===== config.mk =====
export PLATFORM = sky130hd
export DESIGN_NAME = rgb_to_hsl_pixel
export DESIGN_NICKNAME = d
export VERILOG_FILES = /design/src/design/rhsl_pkg.sv /design/src/design/rgb_to_hsl_pixel.sv /design/src/design/rhsl_front.sv /design/src/design/rhsl_queue.sv /design/src/design/rhsl_div_pipe.sv
export SDC_FILE = /design/constraint.sdc
export NUM_CORES = 2
export LEC_CHECK = 0
export ABC_AREA = 1
export BUFFER_PORTS_ARGS = -buffer_cell sky130_fd_sc_hd__buf_2
export CORE_UTILIZATION = 35
export CTS_CLUSTER_SIZE = 40
export DETAILED_ROUTE_END_ITERATION = 7
export GPL_TIMING_DRIVEN = 1
export PLACE_DENSITY = 0.56
export SETUP_SLACK_MARGIN = 0.4
export SYNTH_ARGS = -nofsm -noshare
export SYNTH_HDL_FRONTEND = slang
export SYNTH_SLANG_ARGS = --single-unit

===== constraint.sdc =====
create_clock -name i_clk -period 14.34 [get_ports i_clk]
set_input_delay 2.151 -clock i_clk [delete_from_list [all_inputs] [get_ports i_clk]]
set_output_delay 2.151 -clock i_clk [all_outputs]
set_load 0.1 [all_outputs]

===== src/design/rhsl_pkg.sv =====
// rhsl_pkg: shared types and constants for the rgb to hsl pixel converter
// no dependencies; imported by every module of the block
`default_nettype none

package rhsl_pkg;

    localparam int CH_W    = 8;
    localparam int OUT_W   = 16;
    localparam int SUM_W   = 9;
    localparam int DEN_W   = 9;
    localparam int NUM_W   = 11;
    localparam int QDEPTH  = 2;
    localparam int QPTR_W  = 1;
    localparam int QCNT_W  = 2;

    localparam logic [SUM_W-1:0] HALF_SPAN = 9'd255;
    localparam logic [SUM_W-1:0] FULL_SPAN = 9'd510;

    typedef struct packed {
        logic [CH_W-1:0] red;
        logic [CH_W-1:0] green;
        logic [CH_W-1:0] blue;
    } t_rgb;

    typedef struct packed {
        logic [OUT_W-1:0] hue;
        logic [OUT_W-1:0] saturation;
        logic [CH_W-1:0]  lightness;
    } t_hsl;

    // classified pixel handed from front end to divider pipeline
    typedef struct packed {
        logic             gray;
        logic             sat_int;
        logic [DEN_W-1:0] sat_rem;
        logic [DEN_W-1:0] den;
        logic [NUM_W-1:0] hue_rem;
        logic [NUM_W-1:0] six_d;
        logic [CH_W-1:0]  light;
    } t_cls;

endpackage

`default_nettype wire


===== src/design/rgb_to_hsl_pixel.sv =====
// rgb_to_hsl_pixel: top level of the rgb to hsl pixel converter
// depends on rhsl_pkg, rhsl_front, rhsl_queue and rhsl_div_pipe
//
// input channel: a pixel on i_pixel is transferred at a rising edge where
// start is high and busy is low. the front end finds max and min, lightness
// and the divider operands, and posts them to a two-entry queue.
// output channel: each result sits on o_hsl for exactly one cycle with
// o_valid high; the receiver takes it in that cycle and cannot hold it off.
// path: a pixel passes the front end register, a queue slot, the divider
// stages and the output register, in that order, before o_valid rises.
// throughput: one pixel per clock. the divider pipeline takes one quotient
// bit of hue and of saturation per stage, FRAC_BITS stages, and takes the
// queue head every cycle, so busy stays low in steady operation.
// results come out in transfer order, one per pixel.
// reset (synchronous, active low) empties the queue and the pipeline and
// drops any pixel in flight; no results appear until new pixels arrive.
`default_nettype none

module rgb_to_hsl_pixel #(
    parameter int FRAC_BITS = 16
) (
    input  logic            i_clk,
    input  logic            i_rst_n,
    input  logic            start,
    output logic            busy,
    input  rhsl_pkg::t_rgb  i_pixel,
    output logic            o_valid,
    output rhsl_pkg::t_hsl  o_hsl
);
    import rhsl_pkg::*;

    logic full;
    logic push;
    logic q_valid;
    t_cls f_cls;
    t_cls q_cls;

    rhsl_front u_front (
        .i_clk   (i_clk),
        .i_rst_n (i_rst_n),
        .i_start (start),
        .i_pixel (i_pixel),
        .i_full  (full),
        .o_busy  (busy),
        .o_push  (push),
        .o_cls   (f_cls)
    );

    rhsl_queue u_queue (
        .i_clk   (i_clk),
        .i_rst_n (i_rst_n),
        .i_push  (push),
        .i_cls   (f_cls),
        .o_full  (full),
        .o_valid (q_valid),
        .o_cls   (q_cls)
    );

    rhsl_div_pipe #(
        .FRAC_BITS (FRAC_BITS)
    ) u_div (
        .i_clk   (i_clk),
        .i_rst_n (i_rst_n),
        .i_valid (q_valid),
        .i_cls   (q_cls),
        .o_valid (o_valid),
        .o_hsl   (o_hsl)
    );

endmodule

`default_nettype wire


===== src/design/rhsl_front.sv =====
// rhsl_front: accepts pixels, finds max/min and forms the divider operands
// depends on rhsl_pkg
`default_nettype none

module rhsl_front (
    input  logic            i_clk,
    input  logic            i_rst_n,
    input  logic            i_start,
    input  rhsl_pkg::t_rgb  i_pixel,
    input  logic            i_full,
    output logic            o_busy,
    output logic            o_push,
    output rhsl_pkg::t_cls  o_cls
);
    import rhsl_pkg::*;

    logic [CH_W-1:0]   mx;
    logic [CH_W-1:0]   mn;
    logic [CH_W-1:0]   d;
    logic [SUM_W-1:0]  sum;
    logic [DEN_W-1:0]  den;
    logic [NUM_W-1:0]  six_d;
    logic signed [11:0] num_s;
    logic              accept;
    logic              n_fv;
    logic              r_fv;
    t_cls              n_cls;
    t_cls              r_cls;

    always_comb begin
        mx = i_pixel.red;
        mn = i_pixel.red;
        if (i_pixel.green > mx) mx = i_pixel.green;
        if (i_pixel.blue > mx) mx = i_pixel.blue;
        if (i_pixel.green < mn) mn = i_pixel.green;
        if (i_pixel.blue < mn) mn = i_pixel.blue;
        d     = mx - mn;
        sum   = {1'b0, mx} + {1'b0, mn};
        den   = (sum < HALF_SPAN) ? sum : FULL_SPAN - sum;
        six_d = {1'b0, d, 2'b00} + {2'b00, d, 1'b0};

        // hue numerator in sixths of a turn over delta
        if (i_pixel.red == mx) begin
            num_s = $signed({4'b0, i_pixel.green}) - $signed({4'b0, i_pixel.blue});
        end else if (i_pixel.green == mx) begin
            num_s = $signed({3'b0, d, 1'b0}) + $signed({4'b0, i_pixel.blue})
                  - $signed({4'b0, i_pixel.red});
        end else begin
            num_s = $signed({2'b0, d, 2'b0}) + $signed({4'b0, i_pixel.red})
                  - $signed({4'b0, i_pixel.green});
        end
        if (num_s < 0) begin
            num_s = num_s + $signed({1'b0, six_d});
        end

        n_cls.gray    = (d == '0);
        n_cls.sat_int = ({1'b0, d} >= den);
        n_cls.sat_rem = n_cls.sat_int ? {1'b0, d} - den : {1'b0, d};
        n_cls.den     = den;
        n_cls.hue_rem = num_s[NUM_W-1:0];
        n_cls.six_d   = six_d;
        n_cls.light   = sum[SUM_W-1:1];
    end

    assign o_busy = r_fv & i_full;
    assign accept = i_start & ~o_busy;
    assign n_fv   = accept | (r_fv & i_full);
    assign o_push = r_fv & ~i_full;
    assign o_cls  = r_cls;

    always_ff @(posedge i_clk) begin
        if (!i_rst_n) begin
            r_fv <= 1'b0;
        end else begin
            r_fv <= n_fv;
        end
    end

    always_ff @(posedge i_clk) begin
        if (accept) begin
            r_cls <= n_cls;
        end
    end

endmodule

`default_nettype wire


===== src/design/rhsl_queue.sv =====
// rhsl_queue: two-entry queue between front end and divider pipeline
// depends on rhsl_pkg; the pipeline takes the head every cycle it is present
`default_nettype none

module rhsl_queue (
    input  logic            i_clk,
    input  logic            i_rst_n,
    input  logic            i_push,
    input  rhsl_pkg::t_cls  i_cls,
    output logic            o_full,
    output logic            o_valid,
    output rhsl_pkg::t_cls  o_cls
);
    import rhsl_pkg::*;

    t_cls              r_slot [QDEPTH];
    logic [QPTR_W-1:0] r_wr;
    logic [QPTR_W-1:0] r_rd;
    logic [QCNT_W-1:0] r_cnt;
    logic [QPTR_W-1:0] n_wr;
    logic [QPTR_W-1:0] n_rd;
    logic [QCNT_W-1:0] n_cnt;
    logic              pop;

    assign pop     = (r_cnt != '0);
    assign o_valid = pop;
    assign o_full  = (r_cnt == QCNT_W'(QDEPTH));
    assign o_cls   = r_slot[r_rd];

    always_comb begin
        n_wr  = r_wr;
        n_rd  = r_rd;
        n_cnt = r_cnt + {{(QCNT_W-1){1'b0}}, i_push} - {{(QCNT_W-1){1'b0}}, pop};
        if (i_push) begin
            n_wr = (r_wr == QPTR_W'(QDEPTH-1)) ? '0 : r_wr + 1'b1;
        end
        if (pop) begin
            n_rd = (r_rd == QPTR_W'(QDEPTH-1)) ? '0 : r_rd + 1'b1;
        end
    end

    always_ff @(posedge i_clk) begin
        if (!i_rst_n) begin
            r_wr  <= '0;
            r_rd  <= '0;
            r_cnt <= '0;
        end else begin
            r_wr  <= n_wr;
            r_rd  <= n_rd;
            r_cnt <= n_cnt;
        end
    end

    always_ff @(posedge i_clk) begin
        if (i_push) begin
            r_slot[r_wr] <= i_cls;
        end
    end

    a_cnt_bound: assert property (@(posedge i_clk) disable iff (!i_rst_n)
        r_cnt <= QCNT_W'(QDEPTH))
        else $error("queue count beyond depth");

    a_cnt_grow: assert property (@(posedge i_clk) disable iff (!i_rst_n)
        i_push && !pop |=> r_cnt == $past(r_cnt) + 1'b1)
        else $error("queue count not raised on lone push");

endmodule

`default_nettype wire


===== src/design/rhsl_div_pipe.sv =====
// rhsl_div_pipe: pipelined restoring dividers for saturation and hue
// depends on rhsl_pkg; one quotient bit of each per stage, then output register
`default_nettype none

module rhsl_div_pipe #(
    parameter int FRAC_BITS = 16
) (
    input  logic            i_clk,
    input  logic            i_rst_n,
    input  logic            i_valid,
    input  rhsl_pkg::t_cls  i_cls,
    output logic            o_valid,
    output rhsl_pkg::t_hsl  o_hsl
);
    import rhsl_pkg::*;

    typedef struct packed {
        logic                 gray;
        logic                 sat_int;
        logic [DEN_W-1:0]     sat_rem;
        logic [DEN_W-1:0]     den;
        logic [NUM_W-1:0]     hue_rem;
        logic [NUM_W-1:0]     six_d;
        logic [FRAC_BITS-1:0] sat_q;
        logic [FRAC_BITS-1:0] hue_q;
        logic [CH_W-1:0]      light;
    } t_stage;

    t_stage                       s_in;
    t_stage                       r_st [FRAC_BITS];
    logic [FRAC_BITS-1:0]         r_v;
    t_stage                       last;
    logic [FRAC_BITS+OUT_W-1:0]   hue_w;
    logic [FRAC_BITS+OUT_W-1:0]   sat_w;
    t_hsl                         n_out;
    t_hsl                         r_out;
    logic                         r_ov;

    always_comb begin
        s_in.gray    = i_cls.gray;
        s_in.sat_int = i_cls.sat_int;
        s_in.sat_rem = i_cls.sat_rem;
        s_in.den     = i_cls.den;
        s_in.hue_rem = i_cls.hue_rem;
        s_in.six_d   = i_cls.six_d;
        s_in.sat_q   = '0;
        s_in.hue_q   = '0;
        s_in.light   = i_cls.light;
    end

    for (genvar i = 0; i < FRAC_BITS; i++) begin : g_stage
        t_stage           w_prev;
        t_stage           w_next;
        logic             w_vprev;
        logic [DEN_W:0]   sh_s;
        logic [NUM_W:0]   sh_h;
        logic             ge_s;
        logic             ge_h;

        if (i == 0) begin : g_first
            assign w_prev  = s_in;
            assign w_vprev = i_valid;
        end else begin : g_rest
            assign w_prev  = r_st[i-1];
            assign w_vprev = r_v[i-1];
        end

        always_comb begin
            sh_s   = {w_prev.sat_rem, 1'b0};
            sh_h   = {w_prev.hue_rem, 1'b0};
            ge_s   = (sh_s >= {1'b0, w_prev.den});
            ge_h   = (sh_h >= {1'b0, w_prev.six_d});
            w_next = w_prev;
            w_next.sat_rem = ge_s ? DEN_W'(sh_s - {1'b0, w_prev.den}) : sh_s[DEN_W-1:0];
            w_next.hue_rem = ge_h ? NUM_W'(sh_h - {1'b0, w_prev.six_d}) : sh_h[NUM_W-1:0];
            w_next.sat_q   = {w_prev.sat_q[FRAC_BITS-2:0], ge_s};
            w_next.hue_q   = {w_prev.hue_q[FRAC_BITS-2:0], ge_h};
        end

        always_ff @(posedge i_clk) begin
            if (!i_rst_n) begin
                r_v[i] <= 1'b0;
            end else begin
                r_v[i] <= w_vprev;
            end
        end

        always_ff @(posedge i_clk) begin
            r_st[i] <= w_next;
        end
    end

    assign last = r_st[FRAC_BITS-1];

    always_comb begin
        hue_w = {{OUT_W{1'b0}}, last.hue_q};
        sat_w = {{OUT_W{1'b0}}, (last.sat_int ? {FRAC_BITS{1'b1}} : last.sat_q)};
        n_out.hue        = last.gray ? '0 : hue_w[OUT_W-1:0];
        n_out.saturation = last.gray ? '0 : sat_w[OUT_W-1:0];
        n_out.lightness  = last.light;
    end

    always_ff @(posedge i_clk) begin
        if (!i_rst_n) begin
            r_ov <= 1'b0;
        end else begin
            r_ov <= r_v[FRAC_BITS-1];
        end
    end

    always_ff @(posedge i_clk) begin
        r_out <= n_out;
    end

    assign o_valid = r_ov;
    assign o_hsl   = r_out;

    a_hue_rem: assert property (@(posedge i_clk) disable iff (!i_rst_n)
        r_v[FRAC_BITS-1] && !last.gray |-> last.hue_rem < last.six_d)
        else $error("hue remainder not below divisor");

    a_sat_rem: assert property (@(posedge i_clk) disable iff (!i_rst_n)
        r_v[FRAC_BITS-1] && !last.gray |-> last.sat_rem < last.den)
        else $error("saturation remainder not below divisor");

    a_white: assert property (@(posedge i_clk) disable iff (!i_rst_n)
        r_ov && r_out.lightness == {CH_W{1'b1}} |->
            r_out.hue == '0 && r_out.saturation == '0)
        else $error("white pixel with nonzero hue or saturation");

endmodule

`default_nettype wire


==> metrics.md <==
| Metric | Value |
|---|---|
| Outcome | completed |
| Share of the synthesized area in compound gates (AO/OA/AOI/OAI) | under 10% |
| Adder and majority gate portion of the synthesized area | 12.74% |
| Worst slew pin tran | 1.120 ns |
| Vias per inst | approximately 4.4 |
| Detailed-route via count | around 30000 |
| Top cell family by delay on the critical path | simple AND/OR/NAND/NOR gates |
| Warning count from the yosys run | 0 |
| Source of the worst hold timing path | u_div.r_st[3][244]$_DFF_P_ |
| I/O Pins | between 60 and 70 |
| Iteration count of the initial detailed-routing pass | 5 |
| Sequential fraction of the synthesis area | between 50% and 60% |
| Unrepaired setup endpoints after global routing | false |
| Final Hold Fails | 0 |
| Hold endpoint | u_div.r_st[3][326]$_DFF_P_ |
| Final-report setup violation count | 0 |
| Number of setup buffers added after CTS | 0 |
| Starting density of the core | 35.43% |
| Total half-perimeter wirelength after legalization and detailed placement | 66020 um |
| Number of stages on the worst hold path | 0 |
| Routed WL per cell | between 10 and 15 um |
| Mux share of post-synthesis cell area | less than 1% |
| Overall global routing resource usage | between 10% and 20% |
| Mapped Nets | ~5300 |
| Clock transition time at the flip-flop clock pins of the worst setup and hold paths | ~0.06 ns |
| First DRT Iteration DRCs | around 970 |
| GRT Residual Overflow | 0 |
| Top achievable clock speed | a little under 0.1 GHz |
| Proportion of register bits with asynchronous set or reset after synthesis | 0% |
| Clock tree from TritonCTS | yes |
| Placed instance count | ~6600 |
| Number of flops mapped to enable cells by yosys | 144 |
| Number of design rule violations left after detail routing | 0 |
| Die Span X | ~370 um |
| CTS Root Cell | sky130_fd_sc_hd__clkbuf_16 |
| Classification of the worst setup path | input port to register |
| Most frequent cell on the critical path | sky130_fd_sc_hd__nand2_1 |
| Total wirelength of the detailed-routed design | between 80000 and 90000 um |
| Slowest Stage Delay on Critical Path | 0.48 ns |
| Final period utilization | a little under three quarters |
| Register-to-register setup slack | slightly below 10 ns |
| Standard cell core area | ~0.13 mm2 |
| Routed Antenna Nets | 0 |
| Signed area change from the synthesized netlist to the final layout | 13.73% |
| Reg-to-Reg End | u_div.r_st[0][52]$_DFF_P_ |
| Worst skew pair latency | 0.73 ns |
| Number of hold-repair buffers added at the cts stage | 0 |
| XOR/XNOR share of the synthesized area | under 10% |
| Synth Area in Simple Gates | 12.72% |
| Footprint of the multi-input gates | ~0.019 mm2 |
| Input/output buffers | 68 |
| Max clock buf depth | 3 |
| Buffers & Inverters on Critical Path | 6 |
| DIE AREA | approximately 0.14 mm2 |
| Nets@finish | between 5000 and 6000 |
| Mean Syn Cell Area | approximately 9.7 um2 |
| Cells on worst reg2reg path | 17 |
| Worst slew margin relative to its limit | 25.36% |
| Critical path required time | approximately 15 ns |
| Total of cells resized after clock tree synthesis | 0 |
| Placed cell areas | 0.04906 mm2 |
| Highest fanout seen on the critical path | 29 |
| Fill cells | 12810 |
| Gpl congestion | 0.8648 |
| Number of global-route vias before repair | between 20000 and 30000 |
| Antenna fix cells | 0 |
| Final min period | about 10 ns |
| Slowest cell on the critical path | sky130_fd_sc_hd__nand2_2 |
| Max_cap viols | 0 |
| Unique masters post-synth | a little over 60 |
| Number of antenna violations at the first check in global routing | 0 |
| Height of the die | 367.5 um |
| Post-route cell area | between 0.05 and 0.06 mm2 |
| Stages on the worst setup path | 50 |
| Maximum level of the CTS H-tree | 3 |
| Clock skew after layout | between 0.04 and 0.05 ns |
| First-pass GRT wire length | about 140000 um |
| Non-filler instance count after layout | roughly 6800 |
| Tightest Hold Check Type | register to register |
| Largest family of logic cells by synthesized area | adder cells |
| Number of instances in the synthesized netlist | 4815 |
| Site Rows | between 100 and 150 |
| Pin count of the biggest net entering global routing | 50 |
| Arrival time reported for the critical path endpoint | 10.75 ns |
| Layout cell share with drive strength beyond 1 | under 10% |
| Netlist Area Pre-Place | about 0.047 mm2 |
| Sort of element at the start of the critical path | input port |
| Setup TNS | 0 ns |
| Worst setup EP type | register |
| Pins over their slew limit | 0 |
| Flip-flop and latch count after synthesis | 1194 |
| Combined flip-flop and latch cell area | 0.02534 mm2 |
| Clock buffer count from CTS | around 110 |
| Sink Count | around 1200 |
| Dominant synthesized flop cell | sky130_fd_sc_hd__dfxtp_1 |
[how the worst max path moves through the flow]
| stage | to | slack (ns) | start |
|---|---|---|---|
| 2_1_floorplan | u_front.o_cls[29]$_DFFE_PP_ | 4.84 | i_pixel[9] |
| 5_1_grt | u_front.o_cls[29]$_DFFE_PP_ | 3.24 | i_pixel[9] |
| 3_5_place_dp | u_front.o_cls[29]$_DFFE_PP_ | 3.37 | i_pixel[22] |
| 3_3_place_gp | u_front.o_cls[29]$_DFFE_PP_ | 3.36 | i_pixel[22] |
| 4_1_cts | u_front.o_cls[29]$_DFFE_PP_ | 4.15 | i_pixel[22] |
| 6_report | u_front.o_cls[29]$_DFFE_PP_ | 4.07 | i_pixel[22] |
[cell families after synthesis]
family | Yosys count
XOR/XNOR | 261
AND/OR/NAND/NOR | 1371
flip-flops | 1194
buffers and inverters | 754
AO/OA/AOI/OAI | 782
adder cells (fa/ha/maj) | 452
multiplexers | 1
[cell type report]
| class | instances | area share, % |
|---|---|---|
| clock buffers | 163 | 6.323 |
| clock inverters | 53 | 1.414 |
| inverters | 695 | 4.921 |
| multi-input cells | 2867 | 34.82 |
| flip-flops and latches | 1194 | 47.67 |
| well taps | 1755 | 4.130 |
| repair buffers | 74 | 0.7248 |
[metal layers]
metal,wire [um],GRT usage (%),vias up
li1,-,-,15820
met1,34800,13.26,13580
met2,46110,25.18,314
met3,2528,2.050,145
met4,2545,5.088,0
met5,0,0,-
[synth_stat cells (3+ instances only)]
library cell               instances  area, um2
sky130_fd_sc_hd__inv_1           674       2530
sky130_fd_sc_hd__xor2_1          184       1612
sky130_fd_sc_hd__nand4_1          16      100.1
sky130_fd_sc_hd__or2_2            22      137.6
sky130_fd_sc_hd__nand2_1         808       3033
sky130_fd_sc_hd__xnor2_1          75      656.9
sky130_fd_sc_hd__nand3_1         122      610.6
sky130_fd_sc_hd__ha_1            412       5155
sky130_fd_sc_hd__a21o_1            8      60.06
sky130_fd_sc_hd__edfxtp_1        144       4324
sky130_fd_sc_hd__nor3_1           57      285.3
sky130_fd_sc_hd__o211ai_1         16      120.1
sky130_fd_sc_hd__nor2_4            3      33.78
sky130_fd_sc_hd__and2_1           11      68.82
sky130_fd_sc_hd__clkbuf_1         44      165.2
sky130_fd_sc_hd__nand2_4           9      101.4
sky130_fd_sc_hd__nor2_2            3      18.77
sky130_fd_sc_hd__o21bai_1         24      180.2
sky130_fd_sc_hd__o221ai_1          6      52.55
sky130_fd_sc_hd__o21a_1           19      142.6
sky130_fd_sc_hd__a31oi_1           4      25.02
sky130_fd_sc_hd__nand3b_1          6      45.04
sky130_fd_sc_hd__dfxtp_1        1050      21020
sky130_fd_sc_hd__a211oi_1         24      180.2
sky130_fd_sc_hd__fa_1             40      800.8
sky130_fd_sc_hd__buf_6             8      90.09
sky130_fd_sc_hd__nand2_2          32      200.2
sky130_fd_sc_hd__nor2_1          250      938.4
sky130_fd_sc_hd__nand3_2          21      210.2
sky130_fd_sc_hd__o21ai_1          29      145.1
sky130_fd_sc_hd__buf_2             4      20.02
sky130_fd_sc_hd__o31ai_1          23      172.7
sky130_fd_sc_hd__inv_2            19      71.32
sky130_fd_sc_hd__a21oi_1         245       1226
sky130_fd_sc_hd__o21ai_0         371       1857
[through the flow]
stage / util, % / hold slack, ns / worst slack [ns]
after floorplan: - / 0.3096 / 4.841
after global placement: 37.17 / 0.3098 / 3.355
after detailed placement: 37.17 / 0.3121 / 3.374
after CTS: 40.29 / 0.2811 / 4.149
after global routing: 40.29 / 0.2903 / 3.242
final: 40.29 / 0.2889 / 4.071
[cells in the final DEF, fill, tap and decap left out, drive strengths merged, types with 12 or more instances in the layout]
cell | netlist | final
a211oi | 25 | 25
a21oi | 246 | 246
buf | 14 | 74
bufinv | 0 | 12
clkbuf | 45 | 163
clkinv | 1 | 31
dfxtp | 1050 | 1050
edfxtp | 144 | 144
fa | 40 | 40
ha | 412 | 412
inv | 694 | 697
nand2 | 850 | 850
nand3 | 145 | 145
nand4 | 19 | 19
nor2 | 258 | 258
nor3 | 57 | 57
o211ai | 17 | 17
o21a | 19 | 19
o21ai | 402 | 402
o21bai | 24 | 24
o31ai | 23 | 23
or2 | 22 | 22
xnor2 | 76 | 76
xor2 | 185 | 185
[sequential cells by signal (all words and copies together), names as in the netlist, named ones only]
| name | cells |
|---|---|
| u_div.o_hsl | 40 |
| u_div.r_v | 1 |
| u_div.o_valid | 1 |
| u_queue.r_rd | 1 |
| u_front.o_cls | 48 |
| u_div.r_st | 987 |
| u_div.g_stage.w_vprev | 15 |
| u_queue.r_cnt | 2 |
| u_queue.r_slot | 96 |
| u_front.r_fv | 1 |
| u_queue.r_wr | 1 |
Power is left out: the tool's default activity adds up to more than one toggle a clock period on the data nets, which glitch-free logic cannot reach.
